==> src/design/apd_pkg.sv <==
// adc pulse detector package: widths, limits, phase and register codes
// used by the channel interfaces and the top level
// no dependencies

package apd_pkg;

    localparam int unsigned SAMPLE_W    = 12;
    localparam int unsigned TIME_W      = 32;
    localparam int unsigned SUM_W       = 32;
    localparam int unsigned COUNT_W     = 12;
    localparam int unsigned SQ_W        = 2 * SAMPLE_W;
    localparam int unsigned WINDOW_W    = 8;
    localparam int unsigned QUIET_W     = 16;
    localparam int unsigned PADDR_W     = 4;
    localparam int unsigned PDATA_W     = 32;
    localparam int unsigned ARM_KEPT    = 3;

    localparam logic [COUNT_W-1:0] MAX_CAPTURE = 12'd3000;
    localparam logic [COUNT_W-1:0] ARM_COUNT   = 12'd4;

    // square sum rescale: x / 10000 = (x >> 4) / 625, x < 2^27 when reachable
    localparam logic [SUM_W-1:0]   SQ_LIMIT    = 32'd100000;
    localparam logic [SUM_W-1:0]   SQ_BOUND    = 32'h0800_0000;
    localparam int unsigned        DIV_LO      = 4;
    localparam int unsigned        DIV_HI      = 26;
    localparam int unsigned        RECIP_W     = 23;
    localparam int unsigned        PROD_W      = 2 * RECIP_W;
    localparam int unsigned        QUOT_LO     = 32;
    localparam int unsigned        QUOT_W      = PROD_W - QUOT_LO;
    localparam logic [RECIP_W-1:0] RECIP_625   = 23'd6871948;

    localparam logic [SAMPLE_W-1:0] RST_BASELINE = 12'd0;
    localparam logic [SAMPLE_W-1:0] RST_GAP      = 12'd55;
    localparam logic [WINDOW_W-1:0] RST_WINDOW   = 8'd10;
    localparam logic [QUIET_W-1:0]  RST_QUIET    = 16'd1000;

    typedef enum logic [2:0] {
        PH_IDLE,
        PH_ARM1,
        PH_ARM2,
        PH_ARM3,
        PH_CAPTURE
    } t_phase;

    typedef enum logic [1:0] {
        REG_BASELINE,
        REG_GAP,
        REG_WINDOW,
        REG_QUIET
    } t_reg_idx;

endpackage

==> src/design/apd_sample_if.sv <==
// sample channel: valid/ready handshake with one adc sample and its timestamp
// depends on apd_pkg

interface apd_sample_if;
    logic                          valid;
    logic                          ready;
    logic [apd_pkg::SAMPLE_W-1:0]  sample;
    logic [apd_pkg::TIME_W-1:0]    timestamp;

    modport source (output valid, output sample, output timestamp, input ready);
    modport sink   (input valid, input sample, input timestamp, output ready);
endinterface

==> src/design/apd_result_if.sv <==
// result channel: valid/ready handshake with one pulse summary per beat
// depends on apd_pkg

interface apd_result_if;
    logic                          valid;
    logic                          ready;
    logic [apd_pkg::TIME_W-1:0]    duration;
    logic [apd_pkg::SUM_W-1:0]     level_sum;
    logic [apd_pkg::SUM_W-1:0]     square_sum;
    logic [apd_pkg::SAMPLE_W-1:0]  peak_level;
    logic [apd_pkg::TIME_W-1:0]    peak_time;
    logic [apd_pkg::COUNT_W-1:0]   sample_count;

    modport source (output valid, output duration, output level_sum, output square_sum,
                    output peak_level, output peak_time, output sample_count,
                    input ready);
    modport sink   (input valid, input duration, input level_sum, input square_sum,
                    input peak_level, input peak_time, input sample_count,
                    output ready);
endinterface

==> src/design/adc_pulse_detector.sv <==
// adc pulse detector top level: arming, capture accumulation, apb registers
// an ending sample passes the input and square stages; o_result.valid comes from a register
// throughput: one sample beat per cycle; the square stage and the state stage
// stall only while an ending sample meets a result still waiting in the output register
// reset: synchronous, active low; clears control state, sums, peak and registers
// depends on apd_pkg, apd_sample_if, apd_result_if

module adc_pulse_detector (
    input  logic                         i_clk,
    input  logic                         i_rst_n,
    apd_sample_if.sink                   i_sample,
    apd_result_if.source                 o_result,
    input  logic                         psel,
    input  logic                         penable,
    input  logic                         pwrite,
    input  logic [apd_pkg::PADDR_W-1:0]  paddr,
    input  logic [apd_pkg::PDATA_W-1:0]  pwdata,
    output logic [apd_pkg::PDATA_W-1:0]  prdata,
    output logic                         pready
);

    // config registers
    logic [apd_pkg::SAMPLE_W-1:0] r_baseline;
    logic [apd_pkg::SAMPLE_W-1:0] r_gap;
    logic [apd_pkg::WINDOW_W-1:0] r_window;
    logic [apd_pkg::QUIET_W-1:0]  r_quiet;
    apd_pkg::t_reg_idx            w_reg_idx;

    // pipeline stages
    logic                         r_v1;
    logic [apd_pkg::SAMPLE_W-1:0] r_s1_sample;
    logic [apd_pkg::TIME_W-1:0]   r_s1_time;
    logic                         r_v2;
    logic [apd_pkg::SAMPLE_W-1:0] r_s2_sample;
    logic [apd_pkg::TIME_W-1:0]   r_s2_time;
    logic [apd_pkg::SQ_W-1:0]     r_s2_sq;

    // detector state
    apd_pkg::t_phase              r_phase;
    apd_pkg::t_phase              n_phase;
    logic [apd_pkg::SAMPLE_W-1:0] r_arm_sample [apd_pkg::ARM_KEPT];
    logic [apd_pkg::TIME_W-1:0]   r_arm_time   [apd_pkg::ARM_KEPT];
    logic [apd_pkg::SQ_W-1:0]     r_arm_sq     [apd_pkg::ARM_KEPT];
    logic [apd_pkg::SUM_W-1:0]    r_sum,       n_sum;
    logic [apd_pkg::SUM_W-1:0]    r_sqsum,     n_sqsum;
    logic [apd_pkg::SAMPLE_W-1:0] r_peak,      n_peak;
    logic [apd_pkg::TIME_W-1:0]   r_peak_time, n_peak_time;
    logic [apd_pkg::TIME_W-1:0]   r_last,      n_last;
    logic [apd_pkg::TIME_W-1:0]   r_start,     n_start;
    logic [apd_pkg::COUNT_W-1:0]  r_count,     n_count;

    // output register
    logic                         r_out_valid;
    logic [apd_pkg::TIME_W-1:0]   r_out_duration;
    logic [apd_pkg::SUM_W-1:0]    r_out_sum;
    logic [apd_pkg::SUM_W-1:0]    r_out_sqsum;
    logic [apd_pkg::SAMPLE_W-1:0] r_out_peak;
    logic [apd_pkg::TIME_W-1:0]   r_out_peak_time;
    logic [apd_pkg::COUNT_W-1:0]  r_out_count;

    // stage control
    logic                         w_emit;
    logic                         w_arm_we;
    logic [1:0]                   w_arm_idx;
    logic                         w_s2_fire;
    logic                         w_s2_load;
    logic                         w_s1_move;
    logic                         w_s1_load;
    logic                         w_cfg_we;

    // square sum rescale
    logic [apd_pkg::SUM_W-1:0]    w_sq_acc;
    logic [apd_pkg::PROD_W-1:0]   w_sq_prod;
    logic [apd_pkg::SUM_W-1:0]    w_sq_scaled;

    // ---------------- apb port ----------------
    assign pready    = 1'b1;
    assign w_cfg_we  = psel && penable && pwrite;
    assign w_reg_idx = apd_pkg::t_reg_idx'(paddr[3:2]);

    always_ff @(posedge i_clk) begin
        if (!i_rst_n) begin
            r_baseline <= apd_pkg::RST_BASELINE;
            r_gap      <= apd_pkg::RST_GAP;
            r_window   <= apd_pkg::RST_WINDOW;
            r_quiet    <= apd_pkg::RST_QUIET;
        end else if (w_cfg_we) begin
            case (w_reg_idx)
                apd_pkg::REG_BASELINE: r_baseline <= pwdata[apd_pkg::SAMPLE_W-1:0];
                apd_pkg::REG_GAP:      r_gap      <= pwdata[apd_pkg::SAMPLE_W-1:0];
                apd_pkg::REG_WINDOW:   r_window   <= pwdata[apd_pkg::WINDOW_W-1:0];
                apd_pkg::REG_QUIET:    r_quiet    <= pwdata[apd_pkg::QUIET_W-1:0];
                default: ;
            endcase
        end
    end

    always_comb begin
        case (w_reg_idx)
            apd_pkg::REG_BASELINE: prdata = {20'd0, r_baseline};
            apd_pkg::REG_GAP:      prdata = {20'd0, r_gap};
            apd_pkg::REG_WINDOW:   prdata = {24'd0, r_window};
            apd_pkg::REG_QUIET:    prdata = {16'd0, r_quiet};
            default:               prdata = '0;
        endcase
    end

    // ---------------- handshake ----------------
    assign w_s2_fire = r_v2 && !(w_emit && r_out_valid && !o_result.ready);
    assign w_s2_load = !r_v2 || w_s2_fire;
    assign w_s1_move = r_v1 && w_s2_load;
    assign w_s1_load = !r_v1 || w_s1_move;
    assign i_sample.ready = w_s1_load;

    // input register
    always_ff @(posedge i_clk) begin
        if (!i_rst_n) begin
            r_v1 <= 1'b0;
        end else if (w_s1_load) begin
            r_v1 <= i_sample.valid;
        end
    end

    always_ff @(posedge i_clk) begin
        if (w_s1_load && i_sample.valid) begin
            r_s1_sample <= i_sample.sample;
            r_s1_time   <= i_sample.timestamp;
        end
    end

    // square stage
    always_ff @(posedge i_clk) begin
        if (!i_rst_n) begin
            r_v2 <= 1'b0;
        end else if (w_s2_load) begin
            r_v2 <= r_v1;
        end
    end

    always_ff @(posedge i_clk) begin
        if (w_s1_move) begin
            r_s2_sample <= r_s1_sample;
            r_s2_time   <= r_s1_time;
            r_s2_sq     <= {12'd0, r_s1_sample} * {12'd0, r_s1_sample};
        end
    end

    // ---------------- capture arithmetic ----------------
    assign w_sq_acc  = r_sqsum + {8'd0, r_s2_sq};
    assign w_sq_prod = {23'd0, w_sq_acc[apd_pkg::DIV_HI:apd_pkg::DIV_LO]}
                     * {23'd0, apd_pkg::RECIP_625};
    assign w_sq_scaled = (w_sq_acc > apd_pkg::SQ_LIMIT)
        ? {18'd0, w_sq_prod[apd_pkg::PROD_W-1:apd_pkg::QUOT_LO]}
        : w_sq_acc;

    // ---------------- next state ----------------
    always_comb begin
        logic [apd_pkg::SAMPLE_W-1:0] dev;
        logic [apd_pkg::TIME_W-1:0]   d_last;
        logic [apd_pkg::TIME_W-1:0]   d_first;
        logic [apd_pkg::TIME_W-1:0]   d_second;
        logic [apd_pkg::SAMPLE_W-1:0] best_s;
        logic [apd_pkg::TIME_W-1:0]   best_t;

        n_phase     = r_phase;
        n_sum       = r_sum;
        n_sqsum     = r_sqsum;
        n_peak      = r_peak;
        n_peak_time = r_peak_time;
        n_last      = r_last;
        n_start     = r_start;
        n_count     = r_count;
        w_emit      = 1'b0;
        w_arm_we    = 1'b0;
        w_arm_idx   = 2'd0;

        dev      = (r_s2_sample > r_baseline) ? r_s2_sample - r_baseline
                                              : r_baseline - r_s2_sample;
        d_last   = r_s2_time - r_last;
        d_first  = r_s2_time - r_arm_time[0];
        d_second = r_s2_time - r_arm_time[1];

        // latest equal maximum wins among arming samples
        best_s = r_s2_sample;
        best_t = r_s2_time;
        if (r_arm_sample[2] > best_s) begin
            best_s = r_arm_sample[2];
            best_t = r_arm_time[2];
        end
        if (r_arm_sample[1] > best_s) begin
            best_s = r_arm_sample[1];
            best_t = r_arm_time[1];
        end
        if (r_arm_sample[0] > best_s) begin
            best_s = r_arm_sample[0];
            best_t = r_arm_time[0];
        end

        if (r_phase == apd_pkg::PH_CAPTURE) begin
            if (r_s2_sample < r_gap && d_last > {16'd0, r_quiet}) begin
                w_emit  = 1'b1;
                n_phase = apd_pkg::PH_IDLE;
                n_sum   = '0;
                n_sqsum = '0;
            end else begin
                if (r_s2_sample > r_gap) begin
                    n_last = r_s2_time;
                end
                n_sum   = r_sum + {20'd0, r_s2_sample};
                n_sqsum = w_sq_scaled;
                if (r_s2_sample > r_peak) begin
                    n_peak      = r_s2_sample;
                    n_peak_time = r_s2_time;
                end
                if (r_count < apd_pkg::MAX_CAPTURE) begin
                    n_count = r_count + 1'b1;
                end
            end
        end else if (dev > r_gap) begin
            case (r_phase)
                apd_pkg::PH_IDLE: begin
                    w_arm_we = 1'b1;
                    n_phase  = apd_pkg::PH_ARM1;
                end
                apd_pkg::PH_ARM1, apd_pkg::PH_ARM2: begin
                    w_arm_we = 1'b1;
                    if (d_first < {24'd0, r_window}) begin
                        w_arm_idx = r_phase[1:0];
                        n_phase   = apd_pkg::t_phase'(r_phase + 3'd1);
                    end else begin
                        n_phase   = apd_pkg::PH_ARM1;
                    end
                end
                apd_pkg::PH_ARM3: begin
                    if (d_second < {24'd0, r_window}) begin
                        n_phase     = apd_pkg::PH_CAPTURE;
                        n_sum       = {20'd0, r_arm_sample[0]} + {20'd0, r_arm_sample[1]}
                                    + {20'd0, r_arm_sample[2]} + {20'd0, r_s2_sample};
                        n_sqsum     = {8'd0, r_arm_sq[0]} + {8'd0, r_arm_sq[1]}
                                    + {8'd0, r_arm_sq[2]} + {8'd0, r_s2_sq};
                        n_peak      = best_s;
                        n_peak_time = best_t;
                        n_start     = r_s2_time;
                        n_last      = r_s2_time;
                        n_count     = apd_pkg::ARM_COUNT;
                    end else begin
                        w_arm_we = 1'b1;
                        n_phase  = apd_pkg::PH_ARM1;
                    end
                end
                default: ;
            endcase
        end
    end

    // state register
    always_ff @(posedge i_clk) begin
        if (!i_rst_n) begin
            r_phase     <= apd_pkg::PH_IDLE;
            r_sum       <= '0;
            r_sqsum     <= '0;
            r_peak      <= '0;
            r_peak_time <= '0;
            r_last      <= '0;
            r_start     <= '0;
            r_count     <= '0;
        end else if (w_s2_fire) begin
            r_phase     <= n_phase;
            r_sum       <= n_sum;
            r_sqsum     <= n_sqsum;
            r_peak      <= n_peak;
            r_peak_time <= n_peak_time;
            r_last      <= n_last;
            r_start     <= n_start;
            r_count     <= n_count;
        end
    end

    // arming store
    always_ff @(posedge i_clk) begin
        if (w_s2_fire && w_arm_we) begin
            r_arm_sample[w_arm_idx] <= r_s2_sample;
            r_arm_time[w_arm_idx]   <= r_s2_time;
            r_arm_sq[w_arm_idx]     <= r_s2_sq;
        end
    end

    // output register
    always_ff @(posedge i_clk) begin
        if (!i_rst_n) begin
            r_out_valid <= 1'b0;
        end else if (w_s2_fire && w_emit) begin
            r_out_valid <= 1'b1;
        end else if (o_result.ready) begin
            r_out_valid <= 1'b0;
        end
    end

    always_ff @(posedge i_clk) begin
        if (w_s2_fire && w_emit) begin
            r_out_duration  <= r_s2_time - r_start;
            r_out_sum       <= r_sum;
            r_out_sqsum     <= r_sqsum;
            r_out_peak      <= r_peak;
            r_out_peak_time <= r_peak_time;
            r_out_count     <= r_count;
        end
    end

    assign o_result.valid        = r_out_valid;
    assign o_result.duration     = r_out_duration;
    assign o_result.level_sum    = r_out_sum;
    assign o_result.square_sum   = r_out_sqsum;
    assign o_result.peak_level   = r_out_peak;
    assign o_result.peak_time    = r_out_peak_time;
    assign o_result.sample_count = r_out_count;

    // ---------------- assertions ----------------
    a_stall_only_full: assert property (@(posedge i_clk) disable iff (!i_rst_n)
        !i_sample.ready |-> (r_v1 && r_v2 && r_out_valid))
        else $error("input stalled with room in the pipeline");

    a_emit_idle: assert property (@(posedge i_clk) disable iff (!i_rst_n)
        $rose(r_out_valid) |-> (r_phase == apd_pkg::PH_IDLE))
        else $error("result beat without return to idle");

    a_count_range: assert property (@(posedge i_clk) disable iff (!i_rst_n)
        (r_phase == apd_pkg::PH_CAPTURE) |->
            (r_count >= apd_pkg::ARM_COUNT && r_count <= apd_pkg::MAX_CAPTURE))
        else $error("capture count out of range");

    a_sqsum_bound: assert property (@(posedge i_clk) disable iff (!i_rst_n)
        (r_phase == apd_pkg::PH_CAPTURE) |-> (r_sqsum < apd_pkg::SQ_BOUND))
        else $error("square sum escaped rescale range");

endmodule

==> src/flat_wrapper.sv <==
// flat-port wrapper written by rule: the top's interface ports become plain ports
module adc_pulse_detector_flat 
  (i_clk, i_rst_n, psel, penable, pwrite, paddr, pwdata, prdata, pready, i_sample_valid, i_sample_sample, i_sample_timestamp, i_sample_ready, o_result_valid, o_result_duration, o_result_level_sum, o_result_square_sum, o_result_peak_level, o_result_peak_time, o_result_sample_count, o_result_ready);
  apd_sample_if i_sample_i ();
  apd_result_if o_result_i ();
  input  logic i_clk;
  input  logic i_rst_n;
  input  logic psel;
  input  logic penable;
  input  logic pwrite;
  input  logic [apd_pkg::PADDR_W-1:0] paddr;
  input  logic [apd_pkg::PDATA_W-1:0] pwdata;
  output logic [apd_pkg::PDATA_W-1:0] prdata;
  output logic pready;
  input wire logic [$bits(i_sample_i.valid)-1:0] i_sample_valid;
  input wire logic [$bits(i_sample_i.sample)-1:0] i_sample_sample;
  input wire logic [$bits(i_sample_i.timestamp)-1:0] i_sample_timestamp;
  output wire logic [$bits(i_sample_i.ready)-1:0] i_sample_ready;
  output wire logic [$bits(o_result_i.valid)-1:0] o_result_valid;
  output wire logic [$bits(o_result_i.duration)-1:0] o_result_duration;
  output wire logic [$bits(o_result_i.level_sum)-1:0] o_result_level_sum;
  output wire logic [$bits(o_result_i.square_sum)-1:0] o_result_square_sum;
  output wire logic [$bits(o_result_i.peak_level)-1:0] o_result_peak_level;
  output wire logic [$bits(o_result_i.peak_time)-1:0] o_result_peak_time;
  output wire logic [$bits(o_result_i.sample_count)-1:0] o_result_sample_count;
  input wire logic [$bits(o_result_i.ready)-1:0] o_result_ready;
  assign i_sample_i.valid = i_sample_valid;
  assign i_sample_i.sample = i_sample_sample;
  assign i_sample_i.timestamp = i_sample_timestamp;
  assign i_sample_ready = i_sample_i.ready;
  assign o_result_valid = o_result_i.valid;
  assign o_result_duration = o_result_i.duration;
  assign o_result_level_sum = o_result_i.level_sum;
  assign o_result_square_sum = o_result_i.square_sum;
  assign o_result_peak_level = o_result_i.peak_level;
  assign o_result_peak_time = o_result_i.peak_time;
  assign o_result_sample_count = o_result_i.sample_count;
  assign o_result_i.ready = o_result_ready;
  adc_pulse_detector u_core (.i_clk(i_clk), .i_rst_n(i_rst_n), .i_sample(i_sample_i), .o_result(o_result_i), .psel(psel), .penable(penable), .pwrite(pwrite), .paddr(paddr), .pwdata(pwdata), .prdata(prdata), .pready(pready));
endmodule
==> config.mk <==
export PLATFORM = sky130hd
export DESIGN_NAME = adc_pulse_detector_flat
export DESIGN_NICKNAME = d
export VERILOG_FILES = /design/src/design/apd_pkg.sv /design/src/design/apd_sample_if.sv /design/src/design/apd_result_if.sv /design/src/design/adc_pulse_detector.sv /design/src/flat_wrapper.sv
export SDC_FILE = /design/constraint.sdc
export NUM_CORES = 2
export LEC_CHECK = 0
export ABC_AREA = 1
export BUFFER_PORTS_ARGS = -buffer_cell sky130_fd_sc_hd__buf_2
export CAP_MARGIN = 30
export CORE_ASPECT_RATIO = 0.6
export CORE_MARGIN = 4
export CORE_UTILIZATION = 55
export DETAILED_ROUTE_END_ITERATION = 10
export PLACE_DENSITY = 0.81
export SLEW_MARGIN = 10
export SYNTH_ARGS = -nofsm -noshare
export SYNTH_HDL_FRONTEND = slang
export SYNTH_SLANG_ARGS = --single-unit
==> constraint.sdc <==
create_clock -name i_clk -period 13 [get_ports i_clk]
set_input_delay 0.65 -clock i_clk [delete_from_list [all_inputs] [get_ports i_clk]]
set_output_delay 0.65 -clock i_clk [all_outputs]
set_load 0.005 [all_outputs]
==> Word level (Yosys, flattened, before mapping) <==
Memory sizes are Yosys's and may differ from the RTL's.
Index checks and enable logic that the tools add are counted.
{ "totals": {"output_inout_bits": 187, "latchBits": 0, "ram_bits": 204, "reg_bits": 502, "in_bits": 87, "rom_bits": 0, "word_cells": 171, "mem_count": 3} }
{ "memory_table": {"columns": ["memory", "depth", "width", "read_ports", "rd_ports_with_merged_regs", "wr", "line", "rtl"], "rows": [
  ["u_core.r_arm_time", 3, 32, 3, 0, 1, "adc_pulse_detector.sv:42", "logic [apd_pkg::TIME_W-1:0] r_arm_time [apd_pkg::ARM_KEPT];"],
  ["u_core.r_arm_sq", 3, 24, 3, 0, 1, "adc_pulse_detector.sv:43", "logic [apd_pkg::SQ_W-1:0] r_arm_sq [apd_pkg::ARM_KEPT];"],
  ["u_core.r_arm_sample", 3, 12, 3, 0, 1, "adc_pulse_detector.sv:41", "logic [apd_pkg::SAMPLE_W-1:0] r_arm_sample [apd_pkg::ARM_KEPT];"]
]} }
{ "classes": {"div": 0, "bitwise_logic": 1, "shift": 0, "n_addsub": 16, "n_mux": 63, "n_eq_ne": 12, "n_reduce_logical": 35, "mul": 2, "magnitude_cmp": 13} }
{ "ops": {"columns": ["op", "count"], "rows": [
  ["$mux 32", 26],
  ["$mux 12", 16],
  ["$pmux 32 s4", 1],
  ["$sub 32x32->32", 4],
  ["$add 32x12->32", 3],
  ["$add 32x24->32", 3],
  ["$gt 12x12->1", 7],
  ["$lt 32x8->1", 2],
  ["$mul 23x21->44 const B", 1],
  ["$gt 32x16->1", 1],
  ["$gt 32x17->1 const B", 1],
  ["$add 24x24->25", 1],
  ["$mul 12x12->24", 1],
  ["$sub 12x12->12", 2],
  ["$reduce_and 6->1", 3],
  ["$mux 3", 5],
  ["$add 12x12->13", 1],
  ["$add 12x1->12 const B", 1],
  ["$lt 12x12->1", 1],
  ["$lt 12x12->1 const B", 1],
  ["$logic_and 1x1->1", 10],
  ["$ne 2x2->1 const B", 5],
  ["$mux 1", 9],
  ["$pmux 3 s3", 1],
  ["20 further kinds", 36]
]} }

==> Longest topological paths before layout <==
{ "depth": {"depth_word": 13, "depth_mapped": 42, "mapped_depth_nobuf": 42} }

==> Least setup slack after synthesis <==
Ideal clock, no wire load.
{ "synth_timing": {"path_type": "flip-flop to flip-flop", "start": "reg u_core.r_s2_sq[0] (netlist name)", "end": "reg u_core.r_sqsum[9] (netlist name)", "setup_time_ns": 0.111, "synth_period_minus_slack_ns": 7.313, "required_ns": 12.889, "setup_slack_ns": 5.687, "n_path_buf": 0, "arrival_ns": 7.202, "stages_incl_launch_ff": 38, "path_cell_list": "edfxtp_1 -> ha_1 -> ha_1 -> nand3_1 -> nand2_1 -> nand3_1 -> nand3_1 -> a21oi_1 -> inv_1 -> nand2_1 -> nand2_1 -> xor2_1 -> inv_1 -> ha_1 -> fa_1 -> inv_1 -> fa_1 -> inv_1 -> [... 2 more ...] -> fa_1 -> inv_1 -> fa_1 -> inv_1 -> ha_1 -> nand2_1 -> nor2_1 -> nand2_1 -> o211ai_1 -> a21oi_1 -> nand2_1 -> a21oi_1 -> o21ai_0 -> xor2_1 -> nor2_1 -> nor2_1 -> nor2_1 -> nor2_1"} }
{ "synth_via": {"elab_chain_len": 5, "word_cells_on_any_way": 10, "cone_classes": "add/sub (2); mul (1); order compare (1); mux (6)"} }
{ "synth_lines": {"columns": ["element", "line", "rtl"], "rows": [
  ["start: declaration", "adc_pulse_detector.sv:36", "logic [apd_pkg::SQ_W-1:0] r_s2_sq;"],
  ["start signal: assignment", "adc_pulse_detector.sv:144", "r_s2_sq <= {12'd0, r_s1_sample} * {12'd0, r_s1_sample};"],
  ["$add 32x24->32 (on tied branches)", "adc_pulse_detector.sv:149, adc_pulse_detector.sv:240", null],
  ["$mul 23x21->44, or another cell as far along", "adc_pulse_detector.sv:151", "* {23'd0, apd_pkg::RECIP_625};"],
  ["$mux 32 (on tied branches)", "adc_pulse_detector.sv:153, adc_pulse_detector.sv:220", null],
  ["$mux 32 (on tied branches)", "adc_pulse_detector.sv:200, adc_pulse_detector.sv:219", null],
  ["$mux 32 *", "adc_pulse_detector.sv:199", "if (r_phase == apd_pkg::PH_CAPTURE) begin"],
  ["end signal: assignment", "adc_pulse_detector.sv:270", "r_sqsum <= n_sqsum;"],
  ["end: declaration", "adc_pulse_detector.sv:45", "logic [apd_pkg::SUM_W-1:0] r_sqsum, n_sqsum;"]
]} }
Every way passes the cells marked *; elsewhere a longest branch is shown, timed or not. The select of a mux whose other input is x is not followed.
A chain may end at the register's enable or synchronous reset.

==> Worst setup path in the final report <==
{ "layout_timing": {"start": "reg u_core.r_s2_sq[10] (netlist name)", "end": "reg u_core.r_sqsum[9] (netlist name)"} }
{ "layout_via": {"elab_chain_len": 5, "word_cells_on_any_way": 6, "cone_classes": "add/sub (1); mul (1); order compare (1); mux (3)"} }
{ "layout_lines": {"columns": ["element", "line", "rtl"], "rows": [
  ["$add 32x24->32 *", "adc_pulse_detector.sv:149", "assign w_sq_acc = r_sqsum + {8'd0, r_s2_sq};"],
  ["$mul 23x21->44 / $gt 32x17->1 (equally long branches)", "adc_pulse_detector.sv:151, adc_pulse_detector.sv:152", null],
  ["$mux 32 *", "adc_pulse_detector.sv:153", "? {18'd0, w_sq_prod[apd_pkg::PROD_W-1:apd_pkg::QUOT_LO]}"],
  ["$mux 32 *", "adc_pulse_detector.sv:200", "if (r_s2_sample < r_gap && d_last > {16'd0, r_quiet}) begin"],
  ["$mux 32 *", "adc_pulse_detector.sv:199", null]
]} }
Every way passes the cells marked *; elsewhere a longest branch is shown, timed or not.

==> metrics.sh <==
VIAS_PER_CELL=5.72
FINAL.FILL_COUNT=9199
GLOBALROUTE.TOTALOVERFLOW=0
SETUP.REG_TO_REG.WORST_SLACK_NS=3.34
DRT.ANTENNA.VIOLATING_NETS=0
FP.DIEH_UM=262
SYNTH_TOP_FAMILY_BY_AREA='adder cells'
PATH_CLK_SLEW_NS=0.07
SETUP-VIOLATIONS-FINAL=0
HOLD_WS_NS=0.136
NETS=8784
SYNTH.AVG_CELL_AREA_UM2=7.82
CTS_INSERTED_BUFFERS=72
DESIGN.DIE.AREA_UM2=113000
YOSYSWARNINGS=0
CTS_TREE='yes'
MAX_SLEW.WORST_PIN.SLEW_NS=1.05
DP_HPWL_UM=154000
LARGEST_REGISTER='u_core.r_arm_time'
CTS_REPAIR_RESIZE_COUNT=0
CTS-HTREE-LEVELS=3
GP_CONGESTION=1.06
LAYOUTNONFILLERINSTCOUNT=9257
GRT_USAGE_PCT=33.4
RELSLEWSLACK_PCT=30.2
RESULT_OF_THE_RUN='complete, no violations'
GRT_PASS1_WL_UM=289000
CP_TOP_DELAY_FAMILY='adder cells'
CRITICAL_PATH.STARTPOINT_TYPE='register'
GRT_SETUP_UNREPAIRED='no'
CRITPATHREQUIREDTIME_NS=13.61
PLACEDCELLCOUNT=9112
CRITPATHARRIVALTIME_NS=10.27
POSTROUTEWIRELENGTH_UM=192000
REMAINING_DRC_ERRORS=0
GRT_PASS1_VIAS=48500
CRITPATHBUFINV=5
WL_PER_CELL_UM=20.7
BUFFER_LEVELS_ON_THE_LONGEST_CLOCK_PATH=3
SHARE_OF_THE_SYNTHESIZED_AREA_IN_COMPOUND_GATES_AO_OA_AOI_OAI_PCT=9.79
CTS_SETUP_BUFFERS=0
PLACEMENT_ROWS=92
LARGEST_REG_FLOPS=96
MIN_CYCLE_TIME_LAYOUT_NS=9.66
SYNTH.FF_LATCH_COUNT=698
DIE_WIDTH_UM=431
AREA_GROWTH_SYN_TO_LAYOUT_PCT=9.21
VIAS=52900
DETAILEDROUTE.FIRSTITERATIONVIOLATIONS=6956
DRV_CAP=0
FMAX_MHz=103
FINCLKSKEW_NS=0.0424
MAX_STAGE_DELAY_NS=0.67
MAPPEDNETLISTAREA_UM2=59000
SYNTH-MAIN-FF-CELL='edfxtp_1'
CLOCK_INSERTION_DELAY_WORST_SKEW_NS=0.69
GRT_ANTENNA_BEFORE_REPAIR=10
MUXSHAREOFSYNTHAREA_PCT=0.528
CRITICAL_PATH.SLOWEST_CELL='xor2_1'
INITIAL_CORE_UTILIZATION_PCT=55.8
CLK_ROOT_BUFFER_CELL='clkbuf_16'
CLASS_OF_THE_WORST_HOLD_PATH='in -> reg'
GRT_MAX_DEGREE=134
WORSTSETUPENDPOINTTYPE='register'
SYNTH_CELL_TYPE_COUNT=63
REG.LARGEST.LIST='u_core.r_arm_time (96), u_core.r_arm_sq (66), u_core.r_arm_sample (36)'
CORE_REGION_AREA_UM2=106000
SYN-INSTANCE-COUNT=7548
SYNTHSIMPLEGATEAREAFRAC_PCT=21.4
IOPINCOUNT=274
CTS_NUM_SINKS=698
ASYNC_RESET_FF_SHARE_PCT=0
PORT_BUFFERS=238
YOSYS.AREA_SHARE.ADDER_PCT=23.2
SYNTH.YOSYS.SEQ_AREA_SHARE_PCT=31.5
SETUP-TNS-FINAL_NS=0
FINAL_MIN_PERIOD_OVER_CLOCK_PERIOD_PCT=74.3
SLEW_VIOLATIONS=0
FIRSTDRTPASSITERS=7
TIMING.CRITICAL_PATH.FANOUT_MAX=5
CRITICAL_PATH_CLASS='reg -> reg'
LAYOUT-DRIVE-GT1-SHARE_PCT=6.30
TIMING_HOLD_VIOLATIONS_FINAL=0
NUMBER_OF_ENABLE_FLIP_FLOP_CELLS_AFTER_SYNTHESIS=460
AREA_SHARE_OF_XOR_XNOR_CELLS_IN_THE_SYNTHESIZED_DESIGN_PCT=3.17
CTS-HOLD-FIX-BUFFERS=0
cells in the mapped netlist (28+ instances only):
library cell / n / share of area [%]
o211ai_1: 28 / 0.36
a21oi_1: 478 / 4.1
xor2_1: 139 / 2.1
o21bai_1: 32 / 0.41
nand3_1: 381 / 3.2
inv_1: 1413 / 9.0
o21ai_0: 392 / 3.3
fa_1: 296 / 10
clkbuf_1: 98 / 0.62
nor3_1: 120 / 1.0
mux2i_1: 30 / 0.51
nor2_1: 700 / 4.5
buf_4: 29 / 0.37
nand2_1: 1653 / 11
dfxtp_1: 238 / 8.1
edfxtp_1: 460 / 23
xnor2_1: 73 / 1.1
nand4_1: 85 / 0.90
ha_1: 619 / 13
final cells by class:
class	instances	area, um2	share of cell area [%]
multi-input combinational	5284	34400	53.4
sequential	698	18600	28.8
clock inverter	40	505	0.784
antenna	6	15.0	0.0233
tap	1410	1760	2.74
clock buffer	93	2060	3.19
timing repair buffer	303	1760	2.73
inverter	1423	5350	8.30
metrics by stage:
step | util [%] | instance area [um2] | setup slack (ns)
after CTS | 60.8 | 64300 | 3.71
after global routing | 60.9 | 64500 | 3.03
final | 60.9 | 64500 | 3.34
after detailed placement | 58.4 | 61800 | 3.73
after global placement | 58.4 | 61700 | 3.89
after floorplan | - | 59100 | 5.69
path summary, 6_finish.rpt:
path                            cells past startpoint                           start                             end
worst max-delay path                               34    u_core.r_s2_sq[10]$_DFFE_PP_  u_core.r_sqsum[9]$_SDFFE_PN0P_
worst max register to register                     34    u_core.r_s2_sq[10]$_DFFE_PP_  u_core.r_sqsum[9]$_SDFFE_PN0P_
worst min register to register                      0  u_core.r_s1_time[27]$_DFFE_PP_  u_core.r_s2_time[27]$_DFFE_PP_
worst min-delay path                                1          i_sample_timestamp[12]  u_core.r_s1_time[12]$_DFFE_PP_
routing by layer:
metal / up-vias / wire [um] / global-route usage [%] / part of all wire, %
met5: - / 67 / 0.252 / 0.035
met4: 6 / 4300 / 7.42 / 2.2
met3: 251 / 33300 / 15.8 / 17
met2: 3100 / 67100 / 40.5 / 35
met1: 24700 / 87300 / 51.9 / 45
li1: 24800 / - / - / -
cells by family (layout without fill, tap and decap cells):
family          after synthesis  count (layout)
xor+xnor                    213             213
fa+ha+maj                   915             915
simple gates               3042            3042
other cells                   2              25
compound gates             1064            1064
flops                       698             698
mux                          31              31
buf+inv                    1583            1859
layout by cell type, fill, tap and decap left out, types with 73 or more instances in the layout:
cell and instances:
fa_1 296, xor2_1 139, nand4_1 85, xnor2_1 73, clkbuf_16 77, nand2_1 1650
nand3_1 381, dfxtp_1 238, ha_1 619, o21ai_0 392, buf_2 238, edfxtp_1 460
a21oi_1 477, nor3_1 120, nor2_1 696, inv_1 1410
Power is not shown: default switching activity piles up to over one toggle a cycle in this logic, so the estimate is an artifact.
